## config.mk

```make
export PLATFORM = sky130hd
export DESIGN_NAME = i2c_master_transaction_sequencer
export DESIGN_NICKNAME = d
export VERILOG_FILES = /design/src/hw/rtl/i2cs_pkg.sv /design/src/hw/rtl/i2cs_wstore.sv /design/src/hw/rtl/i2cs_core.sv /design/src/hw/rtl/i2c_master_transaction_sequencer.sv
export SDC_FILE = /design/constraint.sdc
export NUM_CORES = 1
export LEC_CHECK = 0
export ABC_AREA = 1
export BUFFER_PORTS_ARGS = -buffer_cell sky130_fd_sc_hd__buf_2
export CAP_MARGIN = 20
export CORE_MARGIN = 4
export CORE_UTILIZATION = 60
export CTS_CLUSTER_DIAMETER = 120
export DETAILED_ROUTE_END_ITERATION = 6
export GPL_TIMING_DRIVEN = 0
export PLACE_DENSITY = 0.87
export SLEW_MARGIN = 5
export SYNTH_ARGS = -nofsm -noshare
export SYNTH_HDL_FRONTEND = slang
export SYNTH_SLANG_ARGS = --single-unit
```

## constraint.sdc

```tcl
create_clock -name clk -period 2.8 [get_ports clk]
set_clock_uncertainty 0.2 [all_clocks]
set_input_delay 0.56 -clock clk [delete_from_list [all_inputs] [get_ports clk]]
set_output_delay 0.56 -clock clk [all_outputs]
set_load 0.1 [all_outputs]
```

## src/hw/rtl/i2cs_pkg.sv

```systemverilog
// Types and constants of the I2C master transaction sequencer.
// Depends on nothing; used by i2cs_core, the top level, the checker and the bench.
`timescale 1ns / 1ps

package i2cs_pkg;

  // Item kinds carried on in_tuser
  localparam logic [1:0] MODE_BEGIN = 2'd0;
  localparam logic [1:0] MODE_PUSH  = 2'd1;
  localparam logic [1:0] MODE_EVENT = 2'd2;
  localparam logic [1:0] MODE_ERROR = 2'd3;

  localparam int IN_TDATA_W  = 32;
  localparam int IN_TUSER_W  = 2;
  localparam int OUT_TDATA_W = 32;

  // Result field positions in out_tdata
  localparam int OB_DR_WRITE   = 0;
  localparam int OB_DR_VALUE   = 1;
  localparam int OB_GEN_START  = 9;
  localparam int OB_GEN_STOP   = 10;
  localparam int OB_ACK_SET    = 11;
  localparam int OB_ACK_CLEAR  = 12;
  localparam int OB_BUF_IRQ    = 13;
  localparam int OB_RX_VALID   = 14;
  localparam int OB_RX_VALUE   = 15;
  localparam int OB_FINISHED   = 23;
  localparam int OB_BUSY_RES   = 24;
  localparam int OB_WRITE_DONE = 25;
  localparam int OUT_USED_W    = 26;

  typedef struct packed {
    logic [1:0] mode;
    logic [6:0] dev_addr;
    logic [4:0] send_len;
    logic [4:0] recv_len;
    logic [7:0] data_byte;
    logic       flag_start;
    logic       flag_addr;
    logic       flag_byte_done;
    logic       flag_tx_empty;
    logic       flag_rx_ready;
  } item_t;

  typedef struct packed {
    logic       dr_write;
    logic [7:0] dr_value;
    logic       gen_start;
    logic       gen_stop;
    logic       ack_set;
    logic       ack_clear;
    logic       buf_irq_enable;
    logic       rx_valid;
    logic [7:0] rx_value;
    logic       finished;
    logic       busy_res;
    logic       write_done;
  } res_t;

endpackage

```

## src/hw/rtl/i2cs_wstore.sv

```systemverilog
// Write byte store: one write port, one registered read port with bypass.
// Depends on nothing; instantiated by i2cs_core.
`timescale 1ns / 1ps

module i2cs_wstore #(
  parameter int DEPTH = 16,
  parameter int AW    = 4
) (
  input  logic          clk,
  input  logic          we,
  input  logic [AW-1:0] waddr,
  input  logic [7:0]    wdata,
  input  logic [AW-1:0] raddr,
  output logic [7:0]    rdata
);

  logic [7:0] mem [DEPTH];
  logic [7:0] rdata_r;

  // rdata is registered from raddr's entry, with a same-address write passed through
  always_ff @(posedge clk) begin
    if (we) begin
      mem[waddr] <= wdata;
    end
    if (we && (waddr == raddr)) begin
      rdata_r <= wdata;
    end else begin
      rdata_r <= mem[raddr];
    end
  end

  assign rdata = rdata_r;

endmodule

```

## src/hw/rtl/i2cs_core.sv

```systemverilog
// Command state and per-item decision logic of the sequencer.
// Depends on i2cs_pkg and i2cs_wstore.
`timescale 1ns / 1ps

module i2cs_core import i2cs_pkg::*; #(
  parameter int MAX_BYTES = 16
) (
  input  logic  clk,
  input  logic  rst_n,
  input  logic  adv,
  input  item_t item,
  output res_t  res
);

  localparam int CW = $clog2(MAX_BYTES + 1);
  localparam int AW = (MAX_BYTES > 1) ? $clog2(MAX_BYTES) : 1;
  localparam int LW = (CW > 5) ? CW : 5;

  logic [CW-1:0] wt_r, wt_nxt, wc_r, wc_nxt, rt_r, rt_nxt, rc_r, rc_nxt;
  logic [CW-1:0] pc_r, pc_nxt;
  logic [6:0]    addr_r, addr_nxt;
  logic          addr_done_r, addr_done_nxt;
  logic          busy_r, busy_nxt;
  logic          have_r, have_nxt;
  logic          irq_r, irq_nxt;

  logic          mem_we;
  logic [7:0]    mem_rdata;
  logic [CW:0]   wc_inc, rc_inc;
  logic [LW-1:0] send_ext, recv_ext, max_ext;

  i2cs_wstore #(
    .DEPTH (MAX_BYTES),
    .AW    (AW)
  ) u_wstore (
    .clk   (clk),
    .we    (mem_we),
    .waddr (pc_r[AW-1:0]),
    .wdata (item.data_byte),
    .raddr (wc_nxt[AW-1:0]),
    .rdata (mem_rdata)
  );

  assign wc_inc   = {1'b0, wc_r} + (CW+1)'(1);
  assign rc_inc   = {1'b0, rc_r} + (CW+1)'(1);
  assign send_ext = LW'(item.send_len);
  assign recv_ext = LW'(item.recv_len);
  assign max_ext  = LW'(MAX_BYTES);

  always_comb begin
    wt_nxt        = wt_r;
    wc_nxt        = wc_r;
    rt_nxt        = rt_r;
    rc_nxt        = rc_r;
    pc_nxt        = pc_r;
    addr_nxt      = addr_r;
    addr_done_nxt = addr_done_r;
    busy_nxt      = busy_r;
    have_nxt      = have_r;
    irq_nxt       = irq_r;
    mem_we        = 1'b0;
    res           = '0;

    if (adv) begin
      case (item.mode)
        MODE_BEGIN: begin
          if (!busy_r) begin
            addr_nxt      = item.dev_addr;
            wt_nxt        = (send_ext > max_ext) ? CW'(max_ext) : CW'(send_ext);
            rt_nxt        = (recv_ext > max_ext) ? CW'(max_ext) : CW'(recv_ext);
            wc_nxt        = '0;
            rc_nxt        = '0;
            pc_nxt        = '0;
            addr_done_nxt = 1'b0;
            have_nxt      = 1'b1;
            busy_nxt      = 1'b1;
            res.gen_start = 1'b1;
          end
        end
        MODE_PUSH: begin
          if (have_r && (pc_r < wt_r)) begin
            mem_we = 1'b1;
            pc_nxt = pc_r + CW'(1);
          end
        end
        MODE_EVENT: begin
          if (!have_r) begin
            busy_nxt = 1'b0;
          end else if (item.flag_start) begin
            if (wc_r == wt_r) begin
              // all bytes written: start for the read half went out, address for read
              res.dr_write = 1'b1;
              res.dr_value = {addr_r, 1'b1};
              res.ack_set  = 1'b1;
            end else if (!addr_done_r) begin
              addr_done_nxt = 1'b1;
              res.dr_write  = 1'b1;
              res.dr_value  = {addr_r, 1'b0};
            end
          end else if (item.flag_addr) begin
            if (wc_r == wt_r) begin
              irq_nxt = 1'b1;
            end else if (wc_r < wt_r) begin
              res.dr_write = 1'b1;
              res.dr_value = mem_rdata;
              wc_nxt       = CW'(wc_inc);
              irq_nxt      = (wc_inc != {1'b0, wt_r});
            end
          end else if (item.flag_byte_done) begin
            if (rt_r == '0) begin
              have_nxt       = 1'b0;
              busy_nxt       = 1'b0;
              res.finished   = 1'b1;
              res.gen_stop   = 1'b1;
              res.write_done = 1'b1;
            end else begin
              res.gen_start = 1'b1;
            end
          end else if (item.flag_tx_empty) begin
            if (wc_r < wt_r) begin
              res.dr_write = 1'b1;
              res.dr_value = mem_rdata;
              wc_nxt       = CW'(wc_inc);
              if (wc_inc == {1'b0, wt_r}) begin
                irq_nxt = 1'b0;
              end
            end
          end else if (item.flag_rx_ready) begin
            if (rc_inc < {1'b0, rt_r}) begin
              res.rx_valid = 1'b1;
              res.rx_value = item.data_byte;
              rc_nxt       = CW'(rc_inc);
            end else if (rc_r < rt_r) begin
              // second to last byte: NACK the last one and stop
              rc_nxt        = CW'(rc_inc);
              res.ack_clear = 1'b1;
              res.gen_stop  = 1'b1;
            end else begin
              res.rx_valid = 1'b1;
              res.rx_value = item.data_byte;
              irq_nxt      = 1'b0;
              have_nxt     = 1'b0;
              busy_nxt     = 1'b0;
              res.finished = 1'b1;
            end
          end
        end
        MODE_ERROR: begin
          busy_nxt = 1'b0;
          if (have_r) begin
            have_nxt     = 1'b0;
            res.finished = 1'b1;
          end
        end
        default: begin
          busy_nxt = busy_r;
        end
      endcase
    end

    res.buf_irq_enable = irq_nxt;
    res.busy_res       = busy_nxt;
  end

  always_ff @(posedge clk) begin
    if (!rst_n) begin
      wt_r        <= '0;
      wc_r        <= '0;
      rt_r        <= '0;
      rc_r        <= '0;
      pc_r        <= '0;
      addr_r      <= '0;
      addr_done_r <= 1'b0;
      busy_r      <= 1'b0;
      have_r      <= 1'b0;
      irq_r       <= 1'b0;
    end else begin
      wt_r        <= wt_nxt;
      wc_r        <= wc_nxt;
      rt_r        <= rt_nxt;
      rc_r        <= rc_nxt;
      pc_r        <= pc_nxt;
      addr_r      <= addr_nxt;
      addr_done_r <= addr_done_nxt;
      busy_r      <= busy_nxt;
      have_r      <= have_nxt;
      irq_r       <= irq_nxt;
    end
  end

endmodule

```

## src/hw/rtl/i2c_master_transaction_sequencer.sv

```systemverilog
// Top level of the I2C master write-then-read transaction sequencer.
// Depends on i2cs_pkg and i2cs_core (which holds i2cs_wstore).
//
//   port group  direction  carries
//   in_*        slave      command, write bytes, peripheral events, bus errors
//   out_*       master     one result item per input item
//
// Cycles: one item per clock sustained while out_tready is high; an item's result
//   goes through the input register, then the result register, to out_*.
// The decision logic sits between those two registers; the write store's
//   read port is prefetched at the next write index, so its read is ready in time.
// Reset: rst_n low for one clock clears all command state; no clearing pass.
// Stalls: out_tready low holds the result; one more item waits in the input
//   register, then in_tready drops.
`timescale 1ns / 1ps

module i2c_master_transaction_sequencer import i2cs_pkg::*; #(
  parameter int MAX_BYTES = 16
) (
  input  logic                   clk,
  input  logic                   rst_n,
  input  logic                   in_tvalid,
  output logic                   in_tready,
  // [6:0] dev_addr, [11:7] send_len, [16:12] recv_len, [24:17] data_byte,
  // [25] flag_start, [26] flag_addr, [27] flag_byte_done,
  // [28] flag_tx_empty, [29] flag_rx_ready, [31:30] zero
  input  logic [IN_TDATA_W-1:0]  in_tdata,
  // [1:0] mode
  input  logic [IN_TUSER_W-1:0]  in_tuser,
  output logic                   out_tvalid,
  input  logic                   out_tready,
  // [0] dr_write, [8:1] dr_value, [9] gen_start, [10] gen_stop,
  // [11] ack_set, [12] ack_clear, [13] buf_irq_enable, [14] rx_valid,
  // [22:15] rx_value, [23] finished, [24] busy_res, [25] write_done,
  // [31:26] zero
  output logic [OUT_TDATA_W-1:0] out_tdata
);

  item_t s1_item_r, in_item;
  logic  s1_valid_r, s1_valid_nxt;
  res_t  res_c, out_res_r;
  logic  out_valid_r, out_valid_nxt;
  logic  out_load, in_acc;

  // Unpack the input item
  assign in_item.mode           = in_tuser[1:0];
  assign in_item.dev_addr       = in_tdata[6:0];
  assign in_item.send_len       = in_tdata[11:7];
  assign in_item.recv_len       = in_tdata[16:12];
  assign in_item.data_byte      = in_tdata[24:17];
  assign in_item.flag_start     = in_tdata[25];
  assign in_item.flag_addr      = in_tdata[26];
  assign in_item.flag_byte_done = in_tdata[27];
  assign in_item.flag_tx_empty  = in_tdata[28];
  assign in_item.flag_rx_ready  = in_tdata[29];

  // Held item moves on whenever the result register is free or draining
  assign out_load  = s1_valid_r && (!out_valid_r || out_tready);
  assign in_tready = !s1_valid_r || out_load;
  assign in_acc    = in_tvalid && in_tready;

  assign s1_valid_nxt  = in_acc ? 1'b1 : (out_load ? 1'b0 : s1_valid_r);
  assign out_valid_nxt = out_load ? 1'b1 : (out_tready ? 1'b0 : out_valid_r);

  i2cs_core #(
    .MAX_BYTES (MAX_BYTES)
  ) u_core (
    .clk   (clk),
    .rst_n (rst_n),
    .adv   (out_load),
    .item  (s1_item_r),
    .res   (res_c)
  );

  always_ff @(posedge clk) begin
    if (!rst_n) begin
      s1_valid_r  <= 1'b0;
      out_valid_r <= 1'b0;
    end else begin
      s1_valid_r  <= s1_valid_nxt;
      out_valid_r <= out_valid_nxt;
    end
  end

  // Payload registers, no reset
  always_ff @(posedge clk) begin
    if (in_acc) begin
      s1_item_r <= in_item;
    end
    if (out_load) begin
      out_res_r <= res_c;
    end
  end

  assign out_tvalid = out_valid_r;

  // Pack the result item
  assign out_tdata[OB_DR_WRITE]                = out_res_r.dr_write;
  assign out_tdata[OB_DR_VALUE+7:OB_DR_VALUE]  = out_res_r.dr_value;
  assign out_tdata[OB_GEN_START]               = out_res_r.gen_start;
  assign out_tdata[OB_GEN_STOP]                = out_res_r.gen_stop;
  assign out_tdata[OB_ACK_SET]                 = out_res_r.ack_set;
  assign out_tdata[OB_ACK_CLEAR]               = out_res_r.ack_clear;
  assign out_tdata[OB_BUF_IRQ]                 = out_res_r.buf_irq_enable;
  assign out_tdata[OB_RX_VALID]                = out_res_r.rx_valid;
  assign out_tdata[OB_RX_VALUE+7:OB_RX_VALUE]  = out_res_r.rx_value;
  assign out_tdata[OB_FINISHED]                = out_res_r.finished;
  assign out_tdata[OB_BUSY_RES]                = out_res_r.busy_res;
  assign out_tdata[OB_WRITE_DONE]              = out_res_r.write_done;
  assign out_tdata[OUT_TDATA_W-1:OUT_USED_W]   = '0;

endmodule

```

# Yosys cells after proc, flatten, opt, wreduce, memory -nomap -nowiden
# Memories as Yosys holds them, arrays and structs flattened. A register that Yosys moved wholly into a read port is not among the register bits.
# Cells that the tools add are included.
op_classes:
  magnitude_cmp: 6
  reduce_logical: 26
  n_mux: 109
  n_addsub: 3
  n_eq_ne: 20
  bitwise_logic: 5
op_table:
  columns: ["op", "n"]
  rows:
  - ["$mux 5", 20]
  - ["$mux 9", 9]
  - ["$mux 1", 67]
  - ["$pmux 5 s2", 3]
  - ["$ne 2x2->1 const B", 8]
  - ["$lt 5x5->1", 3]
  - ["$add 5x1->6 const B", 2]
  - ["$gt 5x5->1 const B", 2]
  - ["$mux 10", 1]
  - ["$reduce_and 10->1", 1]
  - ["$reduce_or 5->1", 2]
  - ["$ne 3x3->1 const B", 3]
  - ["$reduce_and 3->1", 3]
  - ["$mux 4", 2]
  - ["$reduce_and 8->1", 1]
  - ["$reduce_bool 2->1", 4]
  - ["$reduce_or 7->1", 1]
  - ["$eq 6x5->1", 1]
  - ["$lt 6x5->1", 1]
  - ["$ne 6x5->1", 1]
  - ["$pmux 1 s2", 3]
  - ["$pmux 1 s3", 2]
  - ["$reduce_and 6->1", 1]
  - ["$add 5x1->5 const B", 1]
  - ["16 further kinds", 27]
totals:
  register_bits: 96
  ram_bits: 128
  elab_cells: 205
  n_memories: 1
  output_inout_bits: 34
memory_table:
  columns: ["memory", "depth", "width", "rd", "rd_ports_with_merged_regs", "write_ports", "line_no", "source"]
  rows:
  - ["u_core.u_wstore.mem", 16, 8, 1, 1, 1, "i2cs_wstore.sv:17", "logic [7:0] mem [DEPTH];"]

# Logic depth before layout (Yosys ltp)
depth:
  word_depth: 11
  mapped_depth: 17

# By module
# Synthesis repeated with hierarchy kept, for this count alone.
unflattened:
  hier_cells: 1043
  area_unflattened_um2: 10373.7
modules_own_cells:
  columns: ["mod", "seq_area_each_um2", "cells_per_inst", "n_inst", "area_per_inst_um2"]
  rows:
  - ["i2cs_wstore", 3923.8, 547, 1, 5686.7]
  - ["i2cs_core", 720.7, 418, 1, 2801.4]
  - ["i2c_master_transaction_sequencer", 1781.7, 78, 1, 1885.6]

# Least setup slack after synthesis
# No wires, ideal clock.
synth_timing:
  path_type: "reg-to-reg"
  startpoint: "register out_valid_r, in the netlist out_tvalid"
  endpoint: "register s1_item_r[0] in the netlist's numbering, enable pin"
  period_less_slack_ns: 3.317
  setup_slack_ns: -0.517
  arrival_time_ns: 2.717
  required_time_ns: 2.199
  stages_incl_launch_ff: 4
  cell_sequence: "dfxtp_1 > nand3_1 > nand2_1 > inv_1"
synth_between:
  elab_chain_len: 5
synth_lines:
  columns: ["element", "line_no", "source"]
  rows:
  - ["from (decl)", "i2c_master_transaction_sequencer.sv:42", "logic out_valid_r, out_valid_nxt;"]
  - ["from (signal assigned)", "i2c_master_transaction_sequencer.sv:81", "out_valid_r <= out_valid_nxt;"]
  - ["$logic_not 1->1", "i2c_master_transaction_sequencer.sv:58", "assign out_load = s1_valid_r && (!out_valid_r || out_tready);"]
  - ["$logic_or 1x1->1", "i2c_master_transaction_sequencer.sv:58", null]
  - ["$logic_and 1x1->1", "i2c_master_transaction_sequencer.sv:58", null]
  - ["$logic_or 1x1->1", "i2c_master_transaction_sequencer.sv:59", "assign in_tready = !s1_valid_r || out_load;"]
  - ["net in_tready", "i2c_master_transaction_sequencer.sv:23", "output logic in_tready,"]
  - ["$logic_and 1x1->1", "i2c_master_transaction_sequencer.sv:60", "assign in_acc = in_tvalid && in_tready;"]
  - ["net in_acc", "i2c_master_transaction_sequencer.sv:43", "logic out_load, in_acc;"]
  - ["to (signal assigned)", "i2c_master_transaction_sequencer.sv:88", "s1_item_r <= in_item;"]
  - ["to (decl)", "i2c_master_transaction_sequencer.sv:39", "item_t s1_item_r, in_item;"]
# The timed path passes the listed nets, and every way through them passes these cells.
# A chain may end at the register's enable or synchronous reset.

# Final worst setup path
layout_timing:
  startpoint: "register u_core.wt_r[2]"
  endpoint: "memory u_core.u_wstore.mem[14][4], enable pin"
layout_between:
  elab_chain_len: 7
layout_lines:
  columns: ["element", "line_no", "source"]
  rows:
  - ["from (decl)", "i2cs_core.sv:19", "logic [CW-1:0] wt_r, wt_nxt, wc_r, wc_nxt, rt_r, rt_nxt, rc_r, rc_nxt;"]
  - ["from (signal assigned)", "i2cs_core.sv:178", "wt_r <= wt_nxt;"]
  - ["$lt 5x5->1", "i2cs_core.sv:81", "if (have_r && (pc_r < wt_r)) begin"]
  - ["$logic_and 1x1->1", "i2cs_core.sv:81", null]
  - ["$mux 1", "i2cs_core.sv:81", null]
  - ["$mux 1", "i2cs_core.sv:65", "case (item.mode)"]
  - ["$mux 1", "i2cs_core.sv:64", "if (adv) begin"]
  - ["$mux 1", "i2cs_wstore.sv:22", "if (we) begin"]
  - ["$mux 1 (not written as such)", "i2cs_wstore.sv:23", "mem[waddr] <= wdata;"]
  - ["to (decl)", "i2cs_wstore.sv:17", null]
# No other way between the ends.

==> qor.yml <==
area_delta_synth_final_pct: 14.3
vias_per_cell: 5.85
post_dp_cell_area_um2: 10300
fin_util_pct: 70.0
grt_pass1_vias: 6803
irDropWorstVdd_mv: 0.608
portBuffers: 63
place.gp.congestion: 0.959
p_int_w: 0.00552
synthCells: 926
grt_antenna_before_repair: 0
initial_core_util_pct: 61.2
hpwl_mm: 15.6
wl_mm: 22.9
io_pins: 72
stdcell_area_um2: 11100
multi_input_area_um2: 2890
maxCapViolCount: 0
die_x_um: 135
post-route-period-util_pct: 101
seqPwrFrac_pct: 53.4
hold_path_class: "in2reg"
cts_tree: "yes"
numCtsBuffers: 23
dp_slack_ps: -105
vias: 7309
cts_htree_levels: 1
grt_pass1_wl_mm: 35.3
synthFlopType: "edfxtp_1"
grt_max_degree: 33
worst_pin_slew_ps: 1020
drc: 0
rsz0062_at_grt: "yes"
drive_gt1_share_pct: 13.5
clk_latency_ps: 510
power.share.clock_pct: 40.9
critPathLaunchType: "flip-flop"
critPathCaptureType: "flip-flop"
fp.dieH_um: 135
final_max_slew_viol_count: 0
p_switching_w: 0.00159
final.fill_count: 1123
syn_area_per_cell_um2: 10.5
fin_ws_ps: -36.3
grt_usage_pct: 24.9
syn_area_um2: 9730
gr-total-overflow: 0
leakagePower_nw: 4.31
setup_viol: 8
async_flop_share_pct: 0
power.density_nw_per_um2: 639
violations: "setup timing"
swShare_pct: 22.4
worstPathRequired_ps: 2730
hold_viol_final: 0
status: "complete, but fails checks"
drtIter0Drc: 938
core_area_um2: 15900
arrival_ps: 2770
diodes: 0
power.total_w: 0.00711
final_antenna_net_count: 0
cts_sinks: 228
fmax_mhz: 353
layout.nets: 1081
die_area_um2: 18300
layout.area.seq_um2: 6430
first_pass_iters: 5
place_inst: 1210
synth_sequential_area_ratio_pct: 66.0
critical_path_class: "reg2reg"
pwr-share-comb_pct: 5.7
synth_warnings: 0
min_period_ps: 2840
path_max_fanout: 8
avgRoutedWirePerCell_um: 18.3
path_clk_slew_ps: 60
slew_headroom_pct: 32.0
finalNonFillerCells: 1250
ys_types: 38
cts.path.max_buffers: 3
rows: 46
clockRootBuffer: "clkbuf_16"
ys_ff_latch: 228
synth_edf_count: 186
## logic make-up (layout without fill, tap and decap cells)
group,Yosys count,after routing,synth area share [%]
AO/OA/AOI/OAI,91,91,5.35
other,1,6,0.0385
flip-flops,228,228,66.0
adder cells (fa/ha/maj),23,23,2.96
XOR/XNOR,3,3,0.270
buffers and inverters,120,223,4.91
AND/OR/NAND/NOR,460,460,20.4
## through the flow
stage                     TNS [ps]  hold slack, ps
after detailed placement      -174             250
after global routing         -6120            12.1
after global placement       -90.5             240
after CTS                    -89.7            9.87
after floorplan                  0             230
final                         -271            25.5
## routing by layer
layer	vias to the layer above	wire [µm]	track usage, %
met2	453	10200	37.6
met5	-	0	0
met3	74	2730	4.98
li1	3372	-	-
met4	0	815	10.1
met1	3410	9160	36.0
## critical path: stages, from the launching register on
cell	delay, ps
dfxtp_1	330
inv_1	100
ha_1	310
a21o_1	160
a21oi_1	130
nand4_1	130
nor2_1	230
nand2_1	230
nor2_1	650
## path summary, 6_finish.rpt
path	depth (start not counted)	to	slack, ps	startpoint
hold / removal	1	s1_item_r[24]$_DFFE_PP_	30	in_tdata[1]
hold reg to reg	2	u_core.addr_r[2]$_SDFFE_PN0P_	260	u_core.addr_r[2]$_SDFFE_PN0P_
setup reg to reg	8	u_core.u_wstore.mem[14][4]$_DFFE_PP_	-40	u_core.wt_r[2]$_SDFFE_PN0P_
setup / recovery	8	u_core.u_wstore.mem[14][4]$_DFFE_PP_	-40	u_core.wt_r[2]$_SDFFE_PN0P_
## Yosys cell counts, types with 5 or more instances
cell type  count  area share (%)
nand2_1      244             9.4
edfxtp_1     186              57
nand3_1      130             6.7
inv_1         76             2.9
nor2_1        54             2.1
a21oi_1       42             2.2
dfxtp_1       42             8.6
o21ai_0       24             1.2
clkbuf_1      23            0.89
ha_1          23             3.0
nand4_1       11            0.71
nor3_1         8            0.41
o22ai_1        7            0.45
buf_4          6            0.46
inv_2          6            0.23
buf_1          5            0.19
## flip-flops by register name, indices dropped and copies added, names as in the netlist, named ones only
name                 flops
u_core.u_wstore.mem    128
s1_item_r               32
out_tdata               26
u_core.addr_r            7
u_core.pc_r              5
u_core.rc_r              5
u_core.rt_r              5
u_core.wc_r              5
u_core.wt_r              5
out_tvalid               1
s1_valid_r               1
u_core.addr_done_r       1
u_core.busy_r            1
u_core.have_r            1
u_core.irq_r             1
## final cells by class
class / instances / area share [%]
tap: 216 / 2.43
timing repair buffer: 64 / 3.08
clock buffer: 26 / 5.37
sequential: 228 / 57.8
clock inverter: 13 / 1.01
multi-input combinational: 583 / 26.0
buffer: 38 / 1.53
inverter: 82 / 2.77
## power groups by stage
stage / Clock [W] / Sequential, W / Combinational [W]
floorplan: 0 / 0.00395 / 0.000186
global placement: 0 / 0.00386 / 0.000389
detailed placement: 0 / 0.00386 / 0.000394
CTS: 0.00293 / 0.00379 / 0.000396
global route: 0.00307 / 0.00380 / 0.000432
finish: 0.00291 / 0.00379 / 0.000404
## cell usage in the layout (no fill, tap or decap), drive strengths merged, types with 23 or more instances in the layout
cell type,n
nor2,60
a21oi,43
ha,23
clkbuf,49
dfxtp,42
nand3,130
buf,79
o21ai,25
nand2,248
edfxtp,186
inv,82
## timing repair
action	CTS	global route
gates resized for setup	1	14
hold buffers	0	0
setup endpoints to repair	20	130
setup buffers	0	0
Note: power is estimated with default switching activity, not from simulation.
